--- src/rtl/core/offset_stats_overlap_tuner_assert.svh ---
// ----------------------------------------------------------------------------
// Offset statistics overlap tuner: assertion macros
// Concurrent assertion wrappers, compiled out when ASSERT_OFF is defined.
// ----------------------------------------------------------------------------
`ifndef OFFSET_STATS_OVERLAP_TUNER_ASSERT_SVH
`define OFFSET_STATS_OVERLAP_TUNER_ASSERT_SVH
`ifndef ASSERT_OFF
`define OSOT_ASSERT(label, clk, rst, prop) \
   label: assert property (@(posedge clk) disable iff (rst) prop) \
      else $error("offset stats tuner assertion failed");
`define OSOT_ASSERT_NEXT(label, clk, rst, pre, post) \
   label: assert property (@(posedge clk) disable iff (rst) (pre) |=> (post)) \
      else $error("offset stats tuner assertion failed");
`else
`define OSOT_ASSERT(label, clk, rst, prop)
`define OSOT_ASSERT_NEXT(label, clk, rst, pre, post)
`endif
`endif

--- src/rtl/core/osot_pkg.sv ---
// ----------------------------------------------------------------------------
// Offset statistics overlap tuner package
// Payload structs, sequencer states, request kinds and register indexes.
// ----------------------------------------------------------------------------
package osot_pkg;

   typedef struct packed {
      logic [1:0]         kind;
      logic signed [23:0] value;
   } req_type;

   typedef struct packed {
      logic               overlap_updated;
      logic [15:0]        overlap;
      logic               drift_detected;
      logic signed [23:0] drift_step;
      logic signed [31:0] total_drift;
   } rsp_type;

   typedef enum logic [3:0] {
      S_IDLE,
      S_ADD,
      S_DECIDE,
      S_AVG_DIV,
      S_AVG_CHK,
      S_Q_DIV,
      S_DRIFT,
      S_OV_START,
      S_OV_DIV,
      S_OV_MIN,
      S_OV_MAX,
      S_DONE
   } state_type;

   localparam logic [1:0] KIND_SET1 = 2'd0;
   localparam logic [1:0] KIND_SET2 = 2'd1;

   localparam int CsrIndexWidth = 8;
   localparam logic [CsrIndexWidth-1:0] CSR_SECTOR   = CsrIndexWidth'(0);
   localparam logic [CsrIndexWidth-1:0] CSR_EPSILON  = CsrIndexWidth'(1);
   localparam logic [CsrIndexWidth-1:0] CSR_MAX_OVL  = CsrIndexWidth'(2);
   localparam logic [CsrIndexWidth-1:0] CSR_INIT_OVL = CsrIndexWidth'(3);

   localparam logic [15:0] SectorReset  = 16'd1176;
   localparam logic [15:0] EpsilonReset = 16'd128;
   localparam logic [15:0] MaxOvlReset  = 16'd37632;
   localparam logic [15:0] InitOvlReset = 16'd37632;

   localparam int DivWidth    = 40;
   localparam int DivCntWidth = $clog2(DivWidth);
   localparam logic [DivCntWidth-1:0] DivLastCount = DivCntWidth'(DivWidth - 1);

   localparam logic [6:0]  AdjustNew1    = 7'd10;
   localparam logic [15:0] AdjustNew2    = 16'd10;
   localparam logic [15:0] Set2MinPoints = 16'd10;
   localparam logic [6:0]  Set1HalveAbove = 7'd50;

endpackage

--- src/rtl/core/offset_stats_overlap_tuner.sv ---
// Sequence: an accepted request passes S_ADD and S_DECIDE, and its result is registered in S_DONE;
// an adjust pass runs the divider states, S_DRIFT when the drift check fires, and the overlap states.
// Flow: one request at a time; the 40-step shared restoring divider is run up to three times per
// adjust pass, and a result waits in S_DONE while the previous response is still held.
// A new request is taken once the result is registered, while that result may still wait.
// Reset: synchronous, active high; statistics clear and the overlap takes its reset value.
// ----------------------------------------------------------------------------
// Offset statistics overlap tuner
// Running offset statistics with drift correction and dynamic overlap tuning.
// ----------------------------------------------------------------------------
`include "offset_stats_overlap_tuner_assert.svh"

module offset_stats_overlap_tuner (
   input  logic                                 clock,
   input  logic                                 reset,
   input  logic                                 req_valid,
   output logic                                 req_ready,
   input  osot_pkg::req_type                    req_data,
   output logic                                 rsp_valid,
   input  logic                                 rsp_ready,
   output osot_pkg::rsp_type                    rsp_data,
   input  logic                                 csr_we,
   input  logic [osot_pkg::CsrIndexWidth-1:0]   csr_index,
   input  logic [15:0]                          csr_wdata
);
   import osot_pkg::*;

   state_type state_ff, state_in;

   logic [15:0] sector_ff, sector_in;
   logic [15:0] eps_ff, eps_in;
   logic [15:0] maxov_ff, maxov_in;

   logic [6:0]         set1_points_ff, set1_points_in;
   logic [6:0]         set1_new_ff, set1_new_in;
   logic signed [31:0] set1_sum_ff, set1_sum_in;
   logic [31:0]        set1_absdiff_ff, set1_absdiff_in;
   logic signed [23:0] set1_min_ff, set1_min_in;
   logic signed [23:0] set1_max_ff, set1_max_in;
   logic [15:0]        set2_points_ff, set2_points_in;
   logic [15:0]        set2_new_ff, set2_new_in;
   logic signed [39:0] set2_sum_ff, set2_sum_in;
   logic [39:0]        set2_absdiff_ff, set2_absdiff_in;
   logic signed [23:0] set2_min_ff, set2_min_in;
   logic signed [23:0] set2_max_ff, set2_max_in;
   logic [15:0]        overlap_now_ff, overlap_now_in;
   logic signed [31:0] drift_total_ff, drift_total_in;

   logic [1:0]             kind_ff, kind_in;
   logic signed [23:0]     value_ff, value_in;
   logic [DivWidth-1:0]    div_num_ff, div_num_in;
   logic [15:0]            div_rem_ff, div_rem_in;
   logic [15:0]            div_den_ff, div_den_in;
   logic [DivCntWidth-1:0] div_cnt_ff, div_cnt_in;
   logic                   av_neg_ff, av_neg_in;
   logic [23:0]            mag_ff, mag_in;
   logic [33:0]            d_ff, d_in;
   logic                   ov_upd_ff, ov_upd_in;
   logic                   drift_ff, drift_in;
   logic signed [23:0]     step_ff, step_in;
   rsp_type                rsp_ff, rsp_in;
   logic                   rsp_valid_ff, rsp_valid_in;

   logic [23:0]        abs_v;
   logic [32:0]        abs1_sum;
   logic [32:0]        sum1;
   logic [40:0]        abs2_sum;
   logic [40:0]        sum2;
   logic [39:0]        sum2_mag;
   logic [16:0]        div_trial;
   logic               div_ge;
   logic [23:0]        avg_mag;
   logic               drift_fire;
   logic [15:0]        eps_eff;
   logic [23:0]        qmag;
   logic signed [23:0] step_val;
   logic [32:0]        total_sum;
   logic [33:0]        d3;
   logic [23:0]        neg_min;
   logic [25:0]        x3;
   logic [25:0]        m3;
   logic [33:0]        d_a;
   logic [33:0]        d_b;
   logic [33:0]        d_lo;
   logic [33:0]        d_hi;
   logic signed [31:0] sum1_shr;
   logic [31:0]        half_sum;
   logic               run_adjust;

   // Sample statistics arithmetic.
   assign abs_v    = value_ff[23] ? 24'(-value_ff) : 24'(value_ff);
   assign abs1_sum = {1'b0, set1_absdiff_ff} + {9'b0, abs_v};
   assign sum1     = {set1_sum_ff[31], set1_sum_ff} + {{9{value_ff[23]}}, value_ff};
   assign abs2_sum = {1'b0, set2_absdiff_ff} + {17'b0, abs_v};
   assign sum2     = {set2_sum_ff[39], set2_sum_ff} + {{17{value_ff[23]}}, value_ff};
   assign sum2_mag = set2_sum_ff[39] ? 40'(-set2_sum_ff) : 40'(set2_sum_ff);

   // Shared restoring divider step: one quotient bit per cycle.
   assign div_trial = {div_rem_ff, div_num_ff[DivWidth-1]};
   assign div_ge    = div_trial >= {1'b0, div_den_ff};

   // Drift check: saturate the set-2 average to 24 bits and quantise it toward zero.
   always_comb begin
      if (av_neg_ff) begin
         avg_mag = (div_num_ff > 40'h80_0000) ? 24'h80_0000 : div_num_ff[23:0];
      end else begin
         avg_mag = (div_num_ff > 40'h7F_FFFF) ? 24'h7F_FFFF : div_num_ff[23:0];
      end
   end
   assign drift_fire = (avg_mag > {10'b0, overlap_now_ff[15:2]}) &&
                       (avg_mag > {8'b0, sector_ff});
   assign eps_eff    = (eps_ff == 16'd0) ? 16'd1 : eps_ff;
   assign qmag       = mag_ff - {8'b0, div_rem_ff};
   assign step_val   = av_neg_ff ? -$signed(qmag) : $signed(qmag);
   assign total_sum  = {drift_total_ff[31], drift_total_ff} + {{9{step_val[23]}}, step_val};

   // Overlap check: three times the mean, raised by the extremes, then clamped.
   assign d3      = {2'b0, div_num_ff[31:0]} + {1'b0, div_num_ff[31:0], 1'b0};
   assign neg_min = 24'(-set1_min_ff);
   assign x3      = {2'b0, neg_min} + {1'b0, neg_min, 1'b0};
   assign d_a     = ({d3, 1'b0} < {9'b0, x3}) ? {9'b0, x3[25:1]} : d3;
   assign m3      = {2'b0, set1_max_ff[23:0]} + {1'b0, set1_max_ff[23:0], 1'b0};
   assign d_b     = ({d_ff, 1'b0} < {9'b0, m3}) ? {9'b0, m3[25:1]} : d_ff;
   assign d_lo    = (d_b < {18'b0, eps_ff}) ? {18'b0, eps_ff} : d_b;
   assign d_hi    = (d_lo > {18'b0, maxov_ff}) ? {18'b0, maxov_ff} : d_lo;
   assign sum1_shr = set1_sum_ff >>> 1;
   assign half_sum = sum1_shr + {31'b0, set1_sum_ff[31] & set1_sum_ff[0]};

   assign run_adjust = ((kind_ff != KIND_SET1) && (kind_ff != KIND_SET2)) ||
                       ((kind_ff == KIND_SET1) && (set1_new_ff >= AdjustNew1)) ||
                       ((kind_ff == KIND_SET2) && (set2_new_ff >= AdjustNew2));

   assign req_ready = (state_ff == S_IDLE);
   assign rsp_valid = rsp_valid_ff;
   assign rsp_data  = rsp_ff;

   always_comb begin
      state_in        = state_ff;
      sector_in       = sector_ff;
      eps_in          = eps_ff;
      maxov_in        = maxov_ff;
      set1_points_in  = set1_points_ff;
      set1_new_in     = set1_new_ff;
      set1_sum_in     = set1_sum_ff;
      set1_absdiff_in = set1_absdiff_ff;
      set1_min_in     = set1_min_ff;
      set1_max_in     = set1_max_ff;
      set2_points_in  = set2_points_ff;
      set2_new_in     = set2_new_ff;
      set2_sum_in     = set2_sum_ff;
      set2_absdiff_in = set2_absdiff_ff;
      set2_min_in     = set2_min_ff;
      set2_max_in     = set2_max_ff;
      overlap_now_in  = overlap_now_ff;
      drift_total_in  = drift_total_ff;
      kind_in         = kind_ff;
      value_in        = value_ff;
      div_num_in      = div_num_ff;
      div_rem_in      = div_rem_ff;
      div_den_in      = div_den_ff;
      div_cnt_in      = div_cnt_ff;
      av_neg_in       = av_neg_ff;
      mag_in          = mag_ff;
      d_in            = d_ff;
      ov_upd_in       = ov_upd_ff;
      drift_in        = drift_ff;
      step_in         = step_ff;
      rsp_in          = rsp_ff;
      rsp_valid_in    = rsp_valid_ff && !rsp_ready;

      if (csr_we) begin
         case (csr_index)
            CSR_SECTOR:   sector_in = csr_wdata;
            CSR_EPSILON:  eps_in = csr_wdata;
            CSR_MAX_OVL:  maxov_in = csr_wdata;
            CSR_INIT_OVL: overlap_now_in = csr_wdata;
            default: ;
         endcase
      end

      // Every divider state advances the shared unit by one step.
      if ((state_ff == S_AVG_DIV) || (state_ff == S_Q_DIV) || (state_ff == S_OV_DIV)) begin
         div_rem_in = div_ge ? 16'(div_trial - {1'b0, div_den_ff}) : div_trial[15:0];
         div_num_in = {div_num_ff[DivWidth-2:0], div_ge};
         div_cnt_in = div_cnt_ff - DivCntWidth'(1);
      end

      case (state_ff)
         S_IDLE: begin
            if (req_valid) begin
               kind_in   = req_data.kind;
               value_in  = req_data.value;
               ov_upd_in = 1'b0;
               drift_in  = 1'b0;
               step_in   = '0;
               state_in  = S_ADD;
            end
         end
         S_ADD: begin
            if (kind_ff == KIND_SET1) begin
               if (set1_points_ff != 7'd0) begin
                  set1_absdiff_in = abs1_sum[32] ? '1 : abs1_sum[31:0];
               end
               if (set1_points_ff != '1) set1_points_in = set1_points_ff + 7'd1;
               if (set1_new_ff != '1) set1_new_in = set1_new_ff + 7'd1;
               if (sum1[32] != sum1[31]) begin
                  set1_sum_in = sum1[32] ? 32'sh8000_0000 : 32'sh7FFF_FFFF;
               end else begin
                  set1_sum_in = sum1[31:0];
               end
               if (value_ff < set1_min_ff) set1_min_in = value_ff;
               if (value_ff > set1_max_ff) set1_max_in = value_ff;
            end else if (kind_ff == KIND_SET2) begin
               if (set2_points_ff != 16'd0) begin
                  set2_absdiff_in = abs2_sum[40] ? '1 : abs2_sum[39:0];
               end
               if (set2_points_ff != '1) set2_points_in = set2_points_ff + 16'd1;
               if (set2_new_ff != '1) set2_new_in = set2_new_ff + 16'd1;
               if (sum2[40] != sum2[39]) begin
                  set2_sum_in = sum2[40] ? 40'sh80_0000_0000 : 40'sh7F_FFFF_FFFF;
               end else begin
                  set2_sum_in = sum2[39:0];
               end
               if (value_ff < set2_min_ff) set2_min_in = value_ff;
               if (value_ff > set2_max_ff) set2_max_in = value_ff;
            end
            state_in = S_DECIDE;
         end
         S_DECIDE: begin
            if (!run_adjust) begin
               state_in = S_DONE;
            end else if (set2_points_ff >= Set2MinPoints) begin
               div_num_in = sum2_mag;
               div_den_in = set2_points_ff;
               div_rem_in = '0;
               div_cnt_in = DivLastCount;
               av_neg_in  = set2_sum_ff[39];
               state_in   = S_AVG_DIV;
            end else begin
               state_in = S_OV_START;
            end
         end
         S_AVG_DIV: begin
            if (div_cnt_ff == '0) state_in = S_AVG_CHK;
         end
         S_AVG_CHK: begin
            mag_in = avg_mag;
            if (drift_fire) begin
               div_num_in = {16'b0, avg_mag};
               div_den_in = eps_eff;
               div_rem_in = '0;
               div_cnt_in = DivLastCount;
               state_in   = S_Q_DIV;
            end else begin
               state_in = S_OV_START;
            end
         end
         S_Q_DIV: begin
            if (div_cnt_ff == '0) state_in = S_DRIFT;
         end
         S_DRIFT: begin
            drift_in = 1'b1;
            step_in  = step_val;
            if (total_sum[32] != total_sum[31]) begin
               drift_total_in = total_sum[32] ? 32'sh8000_0000 : 32'sh7FFF_FFFF;
            end else begin
               drift_total_in = total_sum[31:0];
            end
            set2_points_in  = '0;
            set2_new_in     = '0;
            set2_sum_in     = '0;
            set2_absdiff_in = '0;
            set2_min_in     = '0;
            set2_max_in     = '0;
            state_in        = S_OV_START;
         end
         S_OV_START: begin
            if (set1_points_ff != 7'd0) begin
               div_num_in = {8'b0, set1_absdiff_ff};
               div_den_in = {9'b0, set1_points_ff};
               div_rem_in = '0;
               div_cnt_in = DivLastCount;
               state_in   = S_OV_DIV;
            end else begin
               state_in = S_DONE;
            end
         end
         S_OV_DIV: begin
            if (div_cnt_ff == '0) state_in = S_OV_MIN;
         end
         S_OV_MIN: begin
            d_in     = d_a;
            state_in = S_OV_MAX;
         end
         S_OV_MAX: begin
            overlap_now_in = d_hi[15:0];
            ov_upd_in      = 1'b1;
            if (set1_points_ff > Set1HalveAbove) begin
               set1_points_in  = {1'b0, set1_points_ff[6:1]};
               set1_sum_in     = $signed(half_sum);
               set1_absdiff_in = {1'b0, set1_absdiff_ff[31:1]};
            end
            set1_min_in = '0;
            set1_max_in = '0;
            set1_new_in = '0;
            state_in    = S_DONE;
         end
         S_DONE: begin
            if (!rsp_valid_ff || rsp_ready) begin
               rsp_in.overlap_updated = ov_upd_ff;
               rsp_in.overlap         = overlap_now_ff;
               rsp_in.drift_detected  = drift_ff;
               rsp_in.drift_step      = step_ff;
               rsp_in.total_drift     = drift_total_ff;
               rsp_valid_in           = 1'b1;
               state_in               = S_IDLE;
            end
         end
         default: begin
            state_in = S_IDLE;
         end
      endcase
   end

   always_ff @(posedge clock) begin
      if (reset) begin
         state_ff <= S_IDLE;
      end else begin
         state_ff <= state_in;
      end
   end

   always_ff @(posedge clock) begin
      if (reset) begin
         sector_ff       <= SectorReset;
         eps_ff          <= EpsilonReset;
         maxov_ff        <= MaxOvlReset;
         set1_points_ff  <= '0;
         set1_new_ff     <= '0;
         set1_sum_ff     <= '0;
         set1_absdiff_ff <= '0;
         set1_min_ff     <= '0;
         set1_max_ff     <= '0;
         set2_points_ff  <= '0;
         set2_new_ff     <= '0;
         set2_sum_ff     <= '0;
         set2_absdiff_ff <= '0;
         set2_min_ff     <= '0;
         set2_max_ff     <= '0;
         overlap_now_ff  <= InitOvlReset;
         drift_total_ff  <= '0;
         rsp_valid_ff    <= 1'b0;
      end else begin
         sector_ff       <= sector_in;
         eps_ff          <= eps_in;
         maxov_ff        <= maxov_in;
         set1_points_ff  <= set1_points_in;
         set1_new_ff     <= set1_new_in;
         set1_sum_ff     <= set1_sum_in;
         set1_absdiff_ff <= set1_absdiff_in;
         set1_min_ff     <= set1_min_in;
         set1_max_ff     <= set1_max_in;
         set2_points_ff  <= set2_points_in;
         set2_new_ff     <= set2_new_in;
         set2_sum_ff     <= set2_sum_in;
         set2_absdiff_ff <= set2_absdiff_in;
         set2_min_ff     <= set2_min_in;
         set2_max_ff     <= set2_max_in;
         overlap_now_ff  <= overlap_now_in;
         drift_total_ff  <= drift_total_in;
         rsp_valid_ff    <= rsp_valid_in;
      end
   end

   always_ff @(posedge clock) begin
      kind_ff    <= kind_in;
      value_ff   <= value_in;
      div_num_ff <= div_num_in;
      div_rem_ff <= div_rem_in;
      div_den_ff <= div_den_in;
      div_cnt_ff <= div_cnt_in;
      av_neg_ff  <= av_neg_in;
      mag_ff     <= mag_in;
      d_ff       <= d_in;
      ov_upd_ff  <= ov_upd_in;
      drift_ff   <= drift_in;
      step_ff    <= step_in;
      rsp_ff     <= rsp_in;
   end

   `OSOT_ASSERT_NEXT(a_accept_starts_add, clock, reset, req_valid && req_ready, state_ff == S_ADD)
   `OSOT_ASSERT_NEXT(a_done_hands_over, clock, reset, (state_ff == S_DONE) && (!rsp_valid_ff || rsp_ready), rsp_valid_ff && (state_ff == S_IDLE))
   `OSOT_ASSERT(a_no_drift_no_step, clock, reset, rsp_valid_ff && !rsp_ff.drift_detected |-> rsp_ff.drift_step == 24'sd0)
   `OSOT_ASSERT(a_set1_extremes, clock, reset, (set1_min_ff <= 24'sd0) && (set1_max_ff >= 24'sd0))

endmodule

--- config.mk ---
export PLATFORM = sky130hd
export DESIGN_NAME = offset_stats_overlap_tuner
export DESIGN_NICKNAME = d
export VERILOG_FILES = /design/src/rtl/core/osot_pkg.sv /design/src/rtl/core/offset_stats_overlap_tuner.sv
export VERILOG_INCLUDE_DIRS = /design/src /design/src/rtl/core
export SDC_FILE = /design/constraint.sdc
export NUM_CORES = 2
export LEC_CHECK = 0
export BUFFER_PORTS_ARGS = -buffer_cell sky130_fd_sc_hd__buf_2
export CORE_ASPECT_RATIO = 1.5
export CORE_MARGIN = 2
export CORE_UTILIZATION = 39
export CTS_CLUSTER_DIAMETER = 120
export DETAILED_ROUTE_END_ITERATION = 10
export SLEW_MARGIN = 20
export SYNTH_ARGS = -nofsm -noshare
export SYNTH_HDL_FRONTEND = slang
export SYNTH_SLANG_ARGS = --single-unit
--- constraint.sdc ---
create_clock -name clock -period 8.35 [get_ports clock]
set_clock_uncertainty 0.05 [all_clocks]
set_input_delay 1.67 -clock clock [delete_from_list [all_inputs] [get_ports clock]]
set_output_delay 1.67 -clock clock [all_outputs]
set_load 0.005 [all_outputs]
==> reports/summary.md <==
The run finished with clean final reports. For this run, the total global-route usage over all layers was measured as 22.66%. Cell at the slowest stage of the critical path: sky130_fd_sc_hd__or4_4. The run gives 0 as the count of antenna-violating nets left after detailed routing. The worst register-to-register path begins at set1_max_ff[1]. VDD sags by at most 0.2783 mV. Dividing total power by cell area gives a power density of 342.9 nW/um^2. The repair_antennas step left the layout with diodes totalling 0. Largest incremental delay on the critical path: 0.55 ns. Relative to the synthesized area, the layout overhead comes to 13.20%. Once the floorplan was initialized, standard cells occupied 39.24% of the core. The worst hold path belongs to the class reg2reg. Counting flops and latches in the post-synthesis netlist gives 530.

By area the synthesized netlist is led by sky130_fd_sc_hd__dfxtp_1, sky130_fd_sc_hd__edfxtp_1, sky130_fd_sc_hd__ha_1. TritonCTS built the clock tree. The hold buffer count at CTS is 0, and the depth of the most critical reg-to-reg path is 41. The cell count after synthesis came out at 4510.

The max capacitance violation total was 0; the achievable frequency was 121.5 MHz. The detailed-placement wirelength estimate was 94.72 mm. The tools report the startpoint of the tightest hold check path as step_ff[10].

For met1 alone, demand over resource in global routing was 24.45%. The largest driver fanout on the critical path is 11, and the count of input and output buffers is 130. The proportion of power drawn by flip-flops and latches is 24.9%, and the maximum level of the CTS H-tree is 2.

For the clock share of power, the log shows 16.9%. The fraction of the cycle the final worst path needs is 98.58%, and the total number of placement rows is 142. The synthesized design spends more area on one cell type than any other, namely sky130_fd_sc_hd__dfxtp_1.

The post-layout utilization of the core was 44.42%; the placeable core area was 99670 sq um. During synthesis, Yosys emitted a total of 0 warnings. Synthesis produced a netlist with a net count of 4975. Number of global-route vias before repair: 32965.

Averaged over all synthesized cells, the footprint is 8.672 sq um. After detailed placement, the total cell area comes to 41910 sq um. The switching power summed over all nets is 6.898 mW, and the largest net degree at the start of global routing is 88.

Combinational power share: 58.2%. The reg-to-reg critical path endpoint is overlap_now_ff[13]. The total power draw was 15.18 mW. The post-synthesis async set-or-reset flop share is 0%, and the number of top-level design ports is 131.

The die covers 102900 sq um. The tools report the element type at the critical path end as a flip-flop. The internal reg-to-reg setup slack came out at 0.12 ns. The tools report the initial antenna violation count as 2. The critical path starts at set1_max_ff[1]. The share of final-layout standard cells stronger than drive strength 1 is 12.04%, and the smallest setup slack after layout is 0.1183 ns. For the total count of max-transition violations in the final report, the log shows 0. The fraction of post-synthesis cell area in the top cell type by area is 16.84%. Setup repair after global routing could not meet its margin everywhere. Most crowded layer after global routing: met2.

The final cell area excluding filler cells is 44280 sq um, and the worst slew margin relative to its limit is 30.51%. The cell area that synthesis handed to floorplanning was 39110 sq um. For the number of cells in the design after placement, the log shows 5913. The logs give 120.0 mm for the detailed-route wire length and 5168 for the net count of the finished layout. Data arrives at the worst endpoint at 8.71 ns. The run gives 0 as the number of design rule violations left after detail routing.

For this run, the detailed router's first-pass iteration total came to 7. The worst hold path passes through 0 cells. The number of sinks handled by clock tree synthesis is 530, and the total of fill cells in the finished design is 9698. Leftover overflow at the end of global routing: 0.

The leakage power figure came out at 18.28 nW. Worst setup path category: reg2reg. At the end of routability-driven placement, the weighted congestion stood at 0.9438. For this run, the register share of the synthesized area comes to 32.27%.

Post-placement worst setup slack: -0.1910 ns. Among all flip-flop cells after synthesis, the most frequent one is sky130_fd_sc_hd__dfxtp_1. The final route contains 34214 vias. The count of final hold-check violations is 0. The floorplan step set the die height to 391.9 um. The worst path in the final design needs a cycle of 8.232 ns, including I/O delays and setup. STA puts the critical path data required time at 8.83 ns.

The floorplan step set the die width to 262.6 um. The CTS clock-pin slew for the worst setup and hold paths was 0.06 ns. Counting flops with a built-in enable in the synthesized netlist gives 201. In the final routed layout, each cell accounts on average for 19.85 um. The first global-routing pass estimated 185.3 mm of wire.

For the final standard cell count with taps included and fillers excluded, the log shows 6045. Counting along the longest clock path gives a buffer depth of 3. Setup violations remaining at the end of the flow were counted as 0.

In this run, distinct cell masters in the synthesized netlist total 112. In this run, the number of DRC markers left after iteration 0 of detailed routing was 2158. Counting the buffers created by CTS gives 55. The tools report the footprint of the multi-input gates as 24890 sq um. The via count normalized by instance count came out at 5.660. The tools report the critical path launch point type as a flip-flop.

In this run switching power makes up 45.43% of total power. For the met3 global-route usage, the log shows 2.360%. In the global route stage, met2 resource usage came out at 42.52%.

For the pin with the worst max-slew slack, the measured transition is 1.042 ns. The library cell appearing most often on the critical path is sky130_fd_sc_hd__buf_4. The total area of sequential cells was 12630 sq um. The clock network latency to the later pin of the worst-skew pair was 0.64 ns. The worst hold path endpoint was rsp_data[42]. The internal power of the cells totals 8.285 mW. The tools report the clock tree root buffer cell as sky130_fd_sc_hd__clkbuf_16.
==> metal layers <==
metal  vias up  routed length [um]
met1     16140               46170
met3       313                4578
met4         4                7913
met5         -                  29
met2       854               61330
li1      16903                   -
==> critical path, delay by kind of cell (launching register included) <==
family / cells / cell delay (ns)
and+or+nand+nor: 13 / 2.76
muxes: 1 / 0.35
buffers and inverters: 9 / 1.40
AOI/OAI and AO/OA: 14 / 2.05
adders and majority gates: 4 / 1.16
DFF: 1 / 0.36
==> power by group through the flow <==
stage               logic (mW)  clock network (mW)  registers, mW
global route              9.73                2.72           3.82
finish                    8.83                2.57           3.79
global placement          8.62                   0           3.82
CTS                       8.77                2.62           3.77
floorplan                 6.50                   0           3.58
detailed placement        8.72                   0           3.83
==> cell usage after synthesis, drive strengths merged (16+ instances only) <==
master,number
xor2,96
nand2,427
ha,402
mux2,43
a211oi,54
and2,40
o221ai,41
a21oi,333
o31ai,36
edfxtp,201
o21a,45
nor4,40
and3,27
clkbuf,146
xnor2,218
nor2b,42
o22ai,28
or3,32
a21o,117
inv,296
a211o,23
a31oi,54
a221o,58
nor3,100
or4,20
or2,20
nand2b,37
nor2,343
mux2i,118
o41ai,16
o211ai,30
o21ai,276
o21bai,31
nand4,63
buf,34
nand3,115
dfxtp,329
==> metrics by stage <==
step	hold slack, ns	TNS, ns
2_1_floorplan	0.3503	0
3_3_place_gp	0.3511	-0.6747
3_5_place_dp	0.3545	-2.691
4_1_cts	0.3691	-0.6313
5_1_grt	0.3723	-5.146
6_report	0.3667	0
==> kinds of logic after synthesis <==
family,after synthesis,synth area share (%)
buf+inv,480,5.083
simple gates,1354,16.53
xor+xnor,314,7.032
flops,530,32.27
mux,161,4.440
compound gates,1261,21.38
fa+ha+maj,410,13.27
==> area by class of cell <==
| cell class | count | share of cell area (%) |
|---|---|---|
| Sequential cell | 530 | 28.52 |
| Timing Repair Buffer | 318 | 4.917 |
| Tap cell | 1296 | 3.662 |
| Multi-Input combinational cell | 3500 | 56.23 |
| Inverter | 298 | 2.526 |
| Clock buffer | 72 | 3.332 |
| Clock inverter | 31 | 0.8139 |
==> repair_timing <==
item	4_1_cts	5_1_grt
gates resized for setup	39	26
setup endpoints to repair	16	16
setup buffers	11	14
pin swaps	44	35
gates cloned	3	0
==> worst max-delay path by stage <==
stage | slack, ns | end
floorplan | 0.002 | overlap_now_ff[11]
global placement | -0.05 | overlap_now_ff[7]
detailed placement | -0.19 | overlap_now_ff[11]
CTS | -0.06 | overlap_now_ff[11]
global route | -0.36 | overlap_now_ff[13]
finish | 0.12 | overlap_now_ff[13]
==> registers in the layout, indices dropped and copies added, names as in the netlist, 16 cells and up <==
name	cells
div_num_ff	40
maxov_ff	16
set2_sum_ff	40
set1_min_ff	24
set2_new_ff	16
rsp_data	74
set1_absdiff_ff	32
sector_ff	16
set2_points_ff	16
set1_max_ff	24
value_ff	24
eps_ff	16
step_ff	24
d_ff	34
div_rem_ff	16
div_den_ff	16
drift_total_ff	32
mag_ff	24
overlap_now_ff	16
==> cell usage in the layout (no fill, tap or decap), drive strengths merged, types with 30 or more instances in the layout <==
| master | netlist | final |
|---|---|---|
| xor2 | 96 | 96 |
| dfxtp | 329 | 329 |
| a31oi | 54 | 54 |
| o21bai | 31 | 31 |
| edfxtp | 201 | 201 |
| inv | 296 | 302 |
| xnor2 | 218 | 218 |
| clkbuf | 146 | 72 |
| buf | 34 | 317 |
| o211ai | 30 | 30 |
| o31ai | 36 | 36 |
| and2 | 40 | 40 |
| a211oi | 54 | 54 |
| o221ai | 41 | 41 |
| a221o | 58 | 58 |
| o21ai | 276 | 276 |
| ha | 402 | 402 |
| a21o | 117 | 117 |
| nor3 | 100 | 100 |
| o21a | 45 | 45 |
| nand3 | 115 | 115 |
| nor2b | 42 | 42 |
| mux2i | 118 | 118 |
| or3 | 32 | 32 |
| nand2 | 427 | 427 |
| nor2 | 343 | 343 |
| mux2 | 43 | 43 |
| nand4 | 63 | 63 |
| a21oi | 333 | 333 |
| nor4 | 40 | 40 |
| nand2b | 37 | 37 |
Note: power is estimated with default switching activity, not from simulation.
